===== src/tsrm_pkg.sv =====
`default_nettype none

package tsrm_pkg;

    localparam int NREGS = 22;
    localparam int IDX_W = $clog2(NREGS);

    typedef logic [IDX_W-1:0] reg_idx_t;

    // Target index meaning "no register selected"; any index >= NREGS reads as none.
    localparam reg_idx_t NO_TARGET = '1;

    // Bus event codes
    localparam logic [1:0] CMD_ADDR  = 2'd0;
    localparam logic [1:0] CMD_WRITE = 2'd1;
    localparam logic [1:0] CMD_READ  = 2'd2;
    localparam logic [1:0] CMD_TEMP  = 2'd3;

    // Pointer addresses carry a ninth bit flagging "no address of this kind".
    localparam logic [8:0] NO_ADDR = 9'h100;

    localparam logic [8:0] RD_ADDR [NREGS] = '{
        9'h000, 9'h001, 9'h002, 9'h003, 9'h004, 9'h005, 9'h006, 9'h007,
        9'h008, NO_ADDR, 9'h010, 9'h011, 9'h012, 9'h013, 9'h014, 9'h015,
        9'h019, 9'h020, 9'h021, 9'h022, 9'h023, 9'h0fe
    };

    localparam logic [8:0] WR_ADDR [NREGS] = '{
        NO_ADDR, NO_ADDR, NO_ADDR, 9'h009, 9'h00a, 9'h00b, 9'h00c, 9'h00d,
        9'h00e, 9'h00f, NO_ADDR, 9'h011, 9'h012, 9'h013, 9'h014, NO_ADDR,
        9'h019, 9'h020, 9'h021, 9'h022, 9'h023, NO_ADDR
    };

    localparam logic [7:0] RESET_VAL [NREGS] = '{
        8'h00, 8'h00, 8'h00, 8'h04, 8'h08, 8'h55, 8'h00, 8'h55,
        8'h00, 8'h00, 8'h00, 8'h00, 8'h00, 8'h00, 8'h00, 8'h00,
        8'h6c, 8'h55, 8'h0a, 8'h01, 8'h00, 8'h59
    };

    // Configuration register and its range-select bit
    localparam int CFG_REG   = 3;
    localparam int RANGE_BIT = 2;

    typedef struct packed {
        reg_idx_t rd;
        reg_idx_t wr;
    } ptr_sel_t;

    typedef struct packed {
        logic       en;
        reg_idx_t   idx;
        logic [7:0] data;
    } rf_wr_t;

    // Pointer byte to read/write targets; first match in register order wins,
    // read address checked before write address.
    function automatic ptr_sel_t decode_pointer(logic [7:0] d);
        ptr_sel_t sel;
        logic     found;
        sel.rd = NO_TARGET;
        sel.wr = NO_TARGET;
        found  = 1'b0;
        for (int i = 0; i < NREGS; i++) begin
            if (!found) begin
                if (RD_ADDR[i] == {1'b0, d}) begin
                    sel.rd = reg_idx_t'(i);
                    sel.wr = (WR_ADDR[i] == RD_ADDR[i]) ? reg_idx_t'(i) : NO_TARGET;
                    found  = 1'b1;
                end
                else if (WR_ADDR[i] == {1'b0, d}) begin
                    sel.rd = NO_TARGET;
                    sel.wr = reg_idx_t'(i);
                    found  = 1'b1;
                end
            end
        end
        return sel;
    endfunction

    // Clamp and encode a temperature: extended range adds 64 over -64..191,
    // normal range clamps to 0..127.
    function automatic logic [7:0] encode_temp(logic signed [8:0] t, logic ext);
        logic signed [9:0] biased;
        logic [7:0]        r;
        biased = 10'(t) + 10'sd64;
        if (ext) begin
            if (t < -9'sd64)
                r = 8'd0;
            else if (t > 9'sd191)
                r = 8'd255;
            else
                r = biased[7:0];
        end
        else begin
            if (t < 9'sd0)
                r = 8'd0;
            else if (t > 9'sd127)
                r = 8'd127;
            else
                r = t[7:0];
        end
        return r;
    endfunction

endpackage

`default_nettype wire


===== src/tsrm_regfile.sv =====
`default_nettype none

module tsrm_regfile
    import tsrm_pkg::*;
(
    input  wire logic       clk,
    input  wire logic       rst_n,
    input  wire rf_wr_t     wr,
    input  wire reg_idx_t   rd_idx,
    output logic [7:0]      rd_data,
    output logic            ext_range
);

    logic [7:0] regs_reg [NREGS];

    always_ff @(posedge clk or negedge rst_n)
    begin
        if (!rst_n)
        begin
            for (int i = 0; i < NREGS; i++)
            begin
                regs_reg[i] <= RESET_VAL[i];
            end
        end
        else if (wr.en && (wr.idx < reg_idx_t'(NREGS)))
        begin
            regs_reg[wr.idx] <= wr.data;
        end
    end

    // Out-of-range target reads as zero
    assign rd_data   = (rd_idx < reg_idx_t'(NREGS)) ? regs_reg[rd_idx] : 8'd0;
    assign ext_range = regs_reg[CFG_REG][RANGE_BIT];

endmodule

`default_nettype wire


===== src/temp_sensor_slave_register_map.sv =====
`default_nettype none

// Slave-side register map of a remote-diode temperature sensor on SMBus. Each
// transfer on the cmd channel is one bus event: an address match (is_write set
// arms the pointer), a written byte (the first after an armed address picks the
// read and write targets, later ones store into the write target), a read byte
// (answered with one transfer of read_data on the rsp channel) or a temperature
// update. Registers 0 and 1 read back the held remote and local temperatures,
// clamped and encoded in extended range (offset 64) when bit 2 of register 3 is
// set, else in normal range 0..127. A read with no target returns zero. One
// transfer is taken every cycle while cmd_stall is low; each event is
// registered at the input, then decoded and applied by a single short logic
// stage, so a read result moves from the input stage into the rsp output
// register and is held there while rsp_stall is set. cmd_stall rises only
// while a read sits in the input stage and the previous result is still held
// by rsp_stall. No clearing pass after reset.
module temp_sensor_slave_register_map
    import tsrm_pkg::*;
(
    input  wire logic              clk,
    input  wire logic              rst_n,
    // event channel
    input  wire logic              cmd_valid,
    output logic                   cmd_stall,
    input  wire logic [1:0]        command,
    input  wire logic              is_write,
    input  wire logic [7:0]        data_byte,
    input  wire logic signed [8:0] remote_reading,
    input  wire logic signed [8:0] local_reading,
    // result channel
    output logic                   rsp_valid,
    input  wire logic              rsp_stall,
    output logic [7:0]             read_data
);

    // Input stage
    logic                   s1_valid_reg, s1_valid_next;
    logic [1:0]             s1_cmd_reg;
    logic                   s1_is_write_reg;
    logic [7:0]             s1_data_reg;
    logic signed [8:0]      s1_remote_reg;
    logic signed [8:0]      s1_local_reg;

    // Protocol state
    logic                   pending_reg, pending_next;
    reg_idx_t               rd_target_reg, rd_target_next;
    reg_idx_t               wr_target_reg, wr_target_next;
    logic signed [8:0]      held_remote_reg, held_remote_next;
    logic signed [8:0]      held_local_reg, held_local_next;

    // Result register
    logic                   rsp_valid_reg, rsp_valid_next;
    logic [7:0]             read_data_reg, read_data_next;

    logic                   cmd_take;
    logic                   s1_adv;
    logic                   s1_is_read;
    ptr_sel_t               ptr_sel;
    rf_wr_t                 rf_wr;
    logic [7:0]             rf_rd_data;
    logic                   ext_range;
    logic [7:0]             rd_value;

    // A read may only leave the input stage when the result register is free
    assign s1_is_read = (s1_cmd_reg == CMD_READ);
    assign s1_adv     = s1_valid_reg && !(s1_is_read && rsp_valid_reg && rsp_stall);
    assign cmd_stall  = s1_valid_reg && !s1_adv;
    assign cmd_take   = cmd_valid && !cmd_stall;

    assign ptr_sel = decode_pointer(s1_data_reg);

    tsrm_regfile u_regfile (
        .clk       (clk),
        .rst_n     (rst_n),
        .wr        (rf_wr),
        .rd_idx    (rd_target_reg),
        .rd_data   (rf_rd_data),
        .ext_range (ext_range)
    );

    // Temperature registers override the stored bytes
    always_comb
    begin
        priority if (rd_target_reg == reg_idx_t'(0))
            rd_value = encode_temp(held_remote_reg, ext_range);
        else if (rd_target_reg == reg_idx_t'(1))
            rd_value = encode_temp(held_local_reg, ext_range);
        else
            rd_value = rf_rd_data;
    end

    always_comb
    begin
        pending_next     = pending_reg;
        rd_target_next   = rd_target_reg;
        wr_target_next   = wr_target_reg;
        held_remote_next = held_remote_reg;
        held_local_next  = held_local_reg;
        rf_wr.en         = 1'b0;
        rf_wr.idx        = wr_target_reg;
        rf_wr.data       = s1_data_reg;

        if (s1_adv)
        begin
            unique case (s1_cmd_reg)
                CMD_ADDR:
                begin
                    if (s1_is_write_reg)
                        pending_next = 1'b1;
                end
                CMD_WRITE:
                begin
                    if (pending_reg)
                    begin
                        pending_next   = 1'b0;
                        rd_target_next = ptr_sel.rd;
                        wr_target_next = ptr_sel.wr;
                    end
                    else
                    begin
                        rf_wr.en = 1'b1;
                    end
                end
                CMD_READ:
                begin
                end
                CMD_TEMP:
                begin
                    held_remote_next = s1_remote_reg;
                    held_local_next  = s1_local_reg;
                end
                default:
                begin
                end
            endcase
        end
    end

    always_comb
    begin
        s1_valid_next = cmd_take ? 1'b1 : (s1_adv ? 1'b0 : s1_valid_reg);

        read_data_next = read_data_reg;
        if (s1_adv && s1_is_read)
        begin
            rsp_valid_next = 1'b1;
            read_data_next = rd_value;
        end
        else if (rsp_stall)
            rsp_valid_next = rsp_valid_reg;
        else
            rsp_valid_next = 1'b0;
    end

    always_ff @(posedge clk or negedge rst_n)
    begin
        if (!rst_n)
        begin
            s1_valid_reg    <= 1'b0;
            pending_reg     <= 1'b0;
            rd_target_reg   <= '0;
            wr_target_reg   <= '0;
            held_remote_reg <= '0;
            held_local_reg  <= '0;
            rsp_valid_reg   <= 1'b0;
        end
        else
        begin
            s1_valid_reg    <= s1_valid_next;
            pending_reg     <= pending_next;
            rd_target_reg   <= rd_target_next;
            wr_target_reg   <= wr_target_next;
            held_remote_reg <= held_remote_next;
            held_local_reg  <= held_local_next;
            rsp_valid_reg   <= rsp_valid_next;
        end
    end

    // Payload registers, no reset
    always_ff @(posedge clk)
    begin
        if (cmd_take)
        begin
            s1_cmd_reg      <= command;
            s1_is_write_reg <= is_write;
            s1_data_reg     <= data_byte;
            s1_remote_reg   <= remote_reading;
            s1_local_reg    <= local_reading;
        end
        read_data_reg <= read_data_next;
    end

    assign rsp_valid = rsp_valid_reg;
    assign read_data = read_data_reg;

endmodule

`default_nettype wire


===== config.mk =====
export PLATFORM = sky130hd
export DESIGN_NAME = temp_sensor_slave_register_map
export DESIGN_NICKNAME = d
export VERILOG_FILES = /design/src/tsrm_pkg.sv /design/src/tsrm_regfile.sv /design/src/temp_sensor_slave_register_map.sv
export SDC_FILE = /design/constraint.sdc
export NUM_CORES = 1
export LEC_CHECK = 0
export BUFFER_PORTS_ARGS = -buffer_cell sky130_fd_sc_hd__buf_2
export CAP_MARGIN = 20
export CORE_MARGIN = 3
export CORE_UTILIZATION = 56
export CTS_BUF_LIST = sky130_fd_sc_hd__clkbuf_8
export DETAILED_ROUTE_END_ITERATION = 6
export GPL_ROUTABILITY_DRIVEN = 0
export HOLD_SLACK_MARGIN = 0.06
export PLACE_DENSITY_LB_ADDON = 0.25
export SLEW_MARGIN = 20
export SYNTH_ARGS = -nofsm -noshare
export SYNTH_HDL_FRONTEND = slang
export SYNTH_SLANG_ARGS = --single-unit

===== constraint.sdc =====
create_clock -name clk -period 2.9 [get_ports clk]
set_input_delay 0.725 -clock clk [delete_from_list [all_inputs] [get_ports clk]]
set_output_delay 0.725 -clock clk [all_outputs]
set_load 0.05 [all_outputs]

======== After elaboration in Yosys (flattened, before gate mapping) ========
Cells that the tools add are included.
cells by class
  add/sub/neg operators ................... 2
  $lt $le $gt $ge ......................... 13
  equal/unequal tests ..................... 33
  multiplexer cells ....................... 124
  bitwise operators ....................... 2
  reduce and logical (&&, ||, !) cells .... 19
operators by type and width
  kind                                                                   number
  10-bit two-way mux                                                     49
  176-bit bitwise mux                                                    1
  8-bit two-way mux                                                      16
  4-bit by 8-bit equality test with 1-bit output (first input constant)  8
  5-bit by 8-bit equality test with 1-bit output (first input constant)  7
  1-bit two-way mux                                                      55
  8-bit binary-select mux with 5-bit select                              1
  8-bit demux with 5-bit select                                          1
  3-bit by 8-bit equality test with 1-bit output (first input constant)  4
  6-bit by 8-bit equality test with 1-bit output (first input constant)  4
  9-bit by 8-bit > comparator with 1-bit output (second input constant)  2
  9-bit > comparator (second input constant)                             2
  9-bit by 1-bit < comparator with 1-bit output (second input constant)  2
  9-bit by 7-bit < comparator with 1-bit output (second input constant)  2
  8-bit adder (second input constant)                                    2
  2-bit by 8-bit equality test with 1-bit output (first input constant)  2
  6-bit greater-or-equal comparator (second input constant)              2
  5-bit NOT with 6-bit output                                            2
  5-bit < comparator (second input constant)                             2
  1-bit by 8-bit equality test with 1-bit output (first input constant)  1
  8-bit equality test (first input constant)                             1
  1-bit logical AND                                                      8
  8-bit logical NOT                                                      1
  6-bit by 1-bit < comparator with 1-bit output (second input constant)  1
  12 further kinds                                                       17
word-level totals
  flip-flop bits (word level) ............. 244
  input bits .............................. 33
  output and inout bits ................... 10

======== Logic depth before layout (Yosys ltp) ========
  depth in word-level cells ............... 50
  depth in mapped cells ................... 8
  depth with buffers taken out ............ 6

======== Modules after synthesis ========
Synthesis repeated with hierarchy kept, for this count alone.
unflattened totals
  cells, all modules ...................... 866
  area total of the unflattened synthesis .. 11711.2 um^2
modules (own cells, without submodules)
  module                          times used  cells an instance  area each (um^2)  sequential area each (um^2)
  tsrm_regfile                    1           573                8424.3            4435.5
  temp_sensor_slave_register_map  1           293                3286.9            1886.8

======== Worst setup path after synthesis ========
OpenSTA, ideal clock, no wires.
  path type ............................... input port to flip-flop
  start point ............................. input rsp_stall
  end point ............................... register s1_cmd_reg[0] (enable)
  setup time .............................. 0.418 ns
  arrival time ............................ 2.403 ns
  required time ........................... 2.482 ns
  path slack .............................. 0.079 ns
  stages on the path ...................... 3
  cell sequence ........................... nand2_1 -> nor2_1 -> nor2b_1
between the ends
  word-level cells in the longest chain between the ends .. 7
RTL lines
  what                  RTL line                               source
  from (decl)           temp_sensor_slave_register_map.sv:32   input wire logic rsp_stall,
  1-bit logical AND     temp_sensor_slave_register_map.sv:66   assign s1_adv = s1_valid_reg && !(s1_is_read && rsp_valid_reg && rsp_stall);
  1-bit logical NOT     temp_sensor_slave_register_map.sv:66
  1-bit logical AND     temp_sensor_slave_register_map.sv:66
  1-bit logical NOT     temp_sensor_slave_register_map.sv:67   assign cmd_stall = s1_valid_reg && !s1_adv;
  1-bit logical AND     temp_sensor_slave_register_map.sv:67
  via cmd_stall         temp_sensor_slave_register_map.sv:24   output logic cmd_stall,
  1-bit logical NOT     temp_sensor_slave_register_map.sv:68   assign cmd_take = cmd_valid && !cmd_stall;
  1-bit logical AND     temp_sensor_slave_register_map.sv:68
  via cmd_take          temp_sensor_slave_register_map.sv:55   logic cmd_take;
  to (signal assigned)  temp_sensor_slave_register_map.sv:184  s1_cmd_reg <= command;
  to (decl)             temp_sensor_slave_register_map.sv:38   logic [1:0] s1_cmd_reg;
The timed path passes the listed nets, and every way through them passes these cells.
A chain may end at the register's enable or synchronous reset.

======== Worst setup path in the final report ========
  start point ............................. register rd_target_reg[1]
  end point ............................... register read_data_reg[2] (netlist: read_data[2]), data pin
between the ends
  word-level cells in the longest chain between the ends .. 7
  elaborated cells on any way between the ends .. 10
RTL lines
  what                                                   RTL line                               source
  from (decl)                                            temp_sensor_slave_register_map.sv:46   reg_idx_t rd_target_reg, rd_target_next;
  from (signal assigned)                                 temp_sensor_slave_register_map.sv:171  rd_target_reg <= rd_target_next;
  5-bit NOT with 6-bit output (not written as such)      tsrm_regfile.sv:32                     assign rd_data = (rd_idx < reg_idx_t'(NREGS)) ? regs_reg[rd_idx] : 8'd0;
  8-bit binary-select mux with 5-bit select              tsrm_regfile.sv:32
  8-bit two-way mux (not written as such) (2 in series)  tsrm_regfile.sv:32
  8-bit two-way mux                                      tsrm_regfile.sv:32
  8-bit two-way mux                                      temp_sensor_slave_register_map.sv:86   else if (rd_target_reg == reg_idx_t'(1))
  8-bit two-way mux (*)                                  temp_sensor_slave_register_map.sv:84   priority if (rd_target_reg == reg_idx_t'(0))
  via rd_value[2]                                        temp_sensor_slave_register_map.sv:62   logic [7:0] rd_value;
  to (signal assigned)                                   temp_sensor_slave_register_map.sv:190  read_data_reg <= read_data_next;
  to (decl)                                              temp_sensor_slave_register_map.sv:53   logic [7:0] read_data_reg, read_data_next;
Mark *: on every way through the listed nets, which the timed path passes. The rest lies on a longest branch. The select of a mux whose other input is x is not followed.

==> impl_metrics.py <==
metrics = {
    "clock_network": {
        "cts_tree": "yes",
        "post_cts_buffers": 0,
        "clk_latency_ns": 0.55,
        "path_clk_slew_ns": 0.06,
        "cts_buffer_depth": 3,
        "root_buffer": "clkbuf_8",
        "numClockSinks": 244,
        "cts-buffers-inserted": 42,
        "htreeDepth": 2,
    },
    "global_route": {
        "busiest_layer": "met2",
        "grt_overflow": 0,
        "grt_pass1_vias": 7970,
        "use_met2": 0.424,
        "use_met1": 0.342,
        "grt_antenna_before_repair": 1,
        "grt_use_met3": 0.0466,
        "grt_pass1_wl_mm": 44.5,
        "grt_max_degree": 60,
        "grt_use_total": 0.256,
    },
    "timing": {
        "hold_viol": 0,
        "setup-tns-final_ns": 0,
        "grt_setup_unrepaired": "no",
        "slew_violations": 0,
        "finalSetupViolations": 0,
        "finalClockSkew_ns": 0.0326,
        "min_period_over_period": 0.980,
        "worst_pin_slew_ns": 0.921,
        "slew_headroom": 0.384,
        "worst_hold_slack_ns": 0.157,
        "min_period_ns": 2.84,
        "fmax_mhz": 352,
    },
    "job": {
        "maxCapViolations": 0,
    },
    "drt": {
        "dr.first_iter.drc_count": 511,
        "vias": 7605,
        "post-route-drc-count": 0,
        "dr.pass1.iters": 5,
        "avgRoutedWirePerCell_um": 23.1,
        "vias_per_cell": 6.27,
        "routed_wl_mm": 28.0,
        "ant_nets": 0,
    },
    "die": {
        "die-area_mm2": 0.0223,
        "start_util": 0.580,
        "dieHeight_um": 149,
        "core_area_mm2": 0.0198,
        "rows": 51,
        "die_w_um": 149,
        "io_pins": 43,
    },
    "synthesis": {
        "synth_top_area_share": 0.395,
        "synth_edf_count": 37,
        "synth_seq_cells": 244,
        "synthArstFlopShare": 0.848,
        "mappedNetlistArea_mm2": 0.0115,
        "synth_ff_type": "dfrtp_1",
        "synth_cell_type_count": 57,
        "synth_area_leader_cell": "dfrtp_1",
        "syn-num-nets": 900,
        "yosys-top-cells-count": "mux2_2 (201), dfrtp_1 (182), clkbuf_1 (44)",
        "synth.most_common_cell": "mux2_2",
        "netlist_top_cells_area": "dfrtp_1 (40%), mux2_2 (20%), edfxtp_1 (9.6%), dfstp_2 (5.7%), mux4_2 (5.5%)",
        "ys_seq_area_frac": 0.549,
        "synth_cells": 863,
        "syn_avg_cell_area_um2": 13.3,
        "ys_warn_count": 0,
    },
    "layout": {
        "largest_reg_flops": 175,
        "fin_nets": 952,
        "drive_above_1_share": 0.431,
        "n_fill_cell": 1440,
        "fin_util": 0.652,
        "n_antenna_cell": 0,
        "area_growth_pct": 12.3,
    },
    "setup_path": {
        "crit_type": "reg -> reg",
        "critPathMaxFanout": 26,
        "critPathArrivalTime_ns": 3.07,
        "worstPathRequired_ns": 3.13,
        "end_kind": "register",
        "start_kind": "register",
    },
    "power_and_ir_drop": {
        "fin_total_pwr_mw": 8.38,
        "peakVddDrop_mv": 0.354,
        "p_leak_nw": 5.80,
        "p_per_area_mw_per_mm2": 647,
    },
    "placed_design": {
        "numPortBuffers": 42,
        "hpwlAfterDp_mm": 18.5,
    },
    "run_status": {
        "status": "finished, final reports clean",
    },
    "min_path": {
        "hold_class": "in -> async",
    },
}
worst max-delay path, cell delays in order (launching register included):
cell and delay (ns):
dfrtp_2 0.65, nand2b_1 0.46, a211oi_1 0.33, nor4_1 0.13
a2111oi_0 0.71, a32oi_1 0.22
final timing paths:
| path | start | end | slack, ns | cells after the start |
|---|---|---|---|---|
| worst max register to register | rd_target_reg[1]$_DFFE_PN0P_ | read_data[2]$_DFFE_PP_ | 0.06 | 5 |
| min in group clk | local_reading[0] | s1_local_reg[0]$_DFFE_PP_ | 0.35 | 1 |
| worst min-delay path | rst_n | s1_valid_reg$_DFFE_PN0P_ | 0.16 | 1 |
| max in group asynchronous | rst_n | u_regfile.regs_reg[150]$_DFFE_PN0P_ | 1.89 | 2 |
| worst min register to register | s1_remote_reg[5]$_DFFE_PP_ | held_remote_reg[5]$_DFFE_PN0P_ | 0.48 | 1 |
| worst max-delay path | rd_target_reg[1]$_DFFE_PN0P_ | read_data[2]$_DFFE_PP_ | 0.06 | 5 |
through the flow:
stage / setup WS [ns] / cell area [um^2] / instances
2_1_floorplan: 0.0789 / 11500 / 863
3_3_place_gp: 0.108 / 12100 / 1136
3_5_place_dp: 0.110 / 12100 / 1136
4_1_cts: 0.0743 / 12900 / 1213
5_1_grt: 0.00742 / 12900 / 1213
6_report: 0.0580 / 12900 / 1213
area by class of cell:
type | instances | area, um^2 | share of cell area
clock buffers | 52 | 716 | 0.0553
inverters | 14 | 52.6 | 0.00406
repair buffers | 72 | 494 | 0.0382
flip-flops and latches | 244 | 6320 | 0.489
clock inverters | 25 | 134 | 0.0103
multi-input cells | 541 | 4890 | 0.378
well taps | 265 | 332 | 0.0256
cells by family after synthesis:
| logic type | count (synthesis) | synth area share |
|---|---|---|
| AOI/OAI and AO/OA | 118 | 0.0702 |
| adders and majority gates | 4 | 0.00434 |
| buffers and inverters | 78 | 0.0273 |
| DFF | 244 | 0.549 |
| muxes | 250 | 0.269 |
| and+or+nand+nor | 169 | 0.0799 |
power by group:
group | switching, mW | internal [mW]
combinational | 0.599 | 0.536
sequential | 0.340 | 3.82
clock | 1.37 | 1.71
total | 2.31 | 6.07
placed cells by master, fill, tap and decap left out, types with 5 or more instances in the layout:
cell         n
nand2_1     40
o22ai_1     14
nand3_1     12
o21ai_0     25
nor2b_1     15
nor4_1       6
a211oi_1     5
a21oi_1     22
inv_1       32
nand3b_1     6
nand2b_1    11
mux4_2      28
dfstp_2     25
buf_4       26
mux2i_1     21
nor3_1       8
mux2_2     201
buf_2       41
edfxtp_1    37
clkbuf_8    53
a31oi_1      7
a2111oi_0    7
dfrtp_1    180
nor2_1      33
a32oi_1      6
nor2_4       5
layer usage:
layer | vias to the layer above | part of all wire
met1 | 3909 | 0.43
met5 | - | 0.00025
met2 | 312 | 0.48
met3 | 74 | 0.058
met4 | 2 | 0.031
li1 | 3308 | -
what timing repair did:
item	4_1_cts	5_1_grt
hold buffers	0	0
resized for setup	0	1
endpoints found under the setup margin	0	1
No activity file was read; power rests on OpenSTA's default activity.
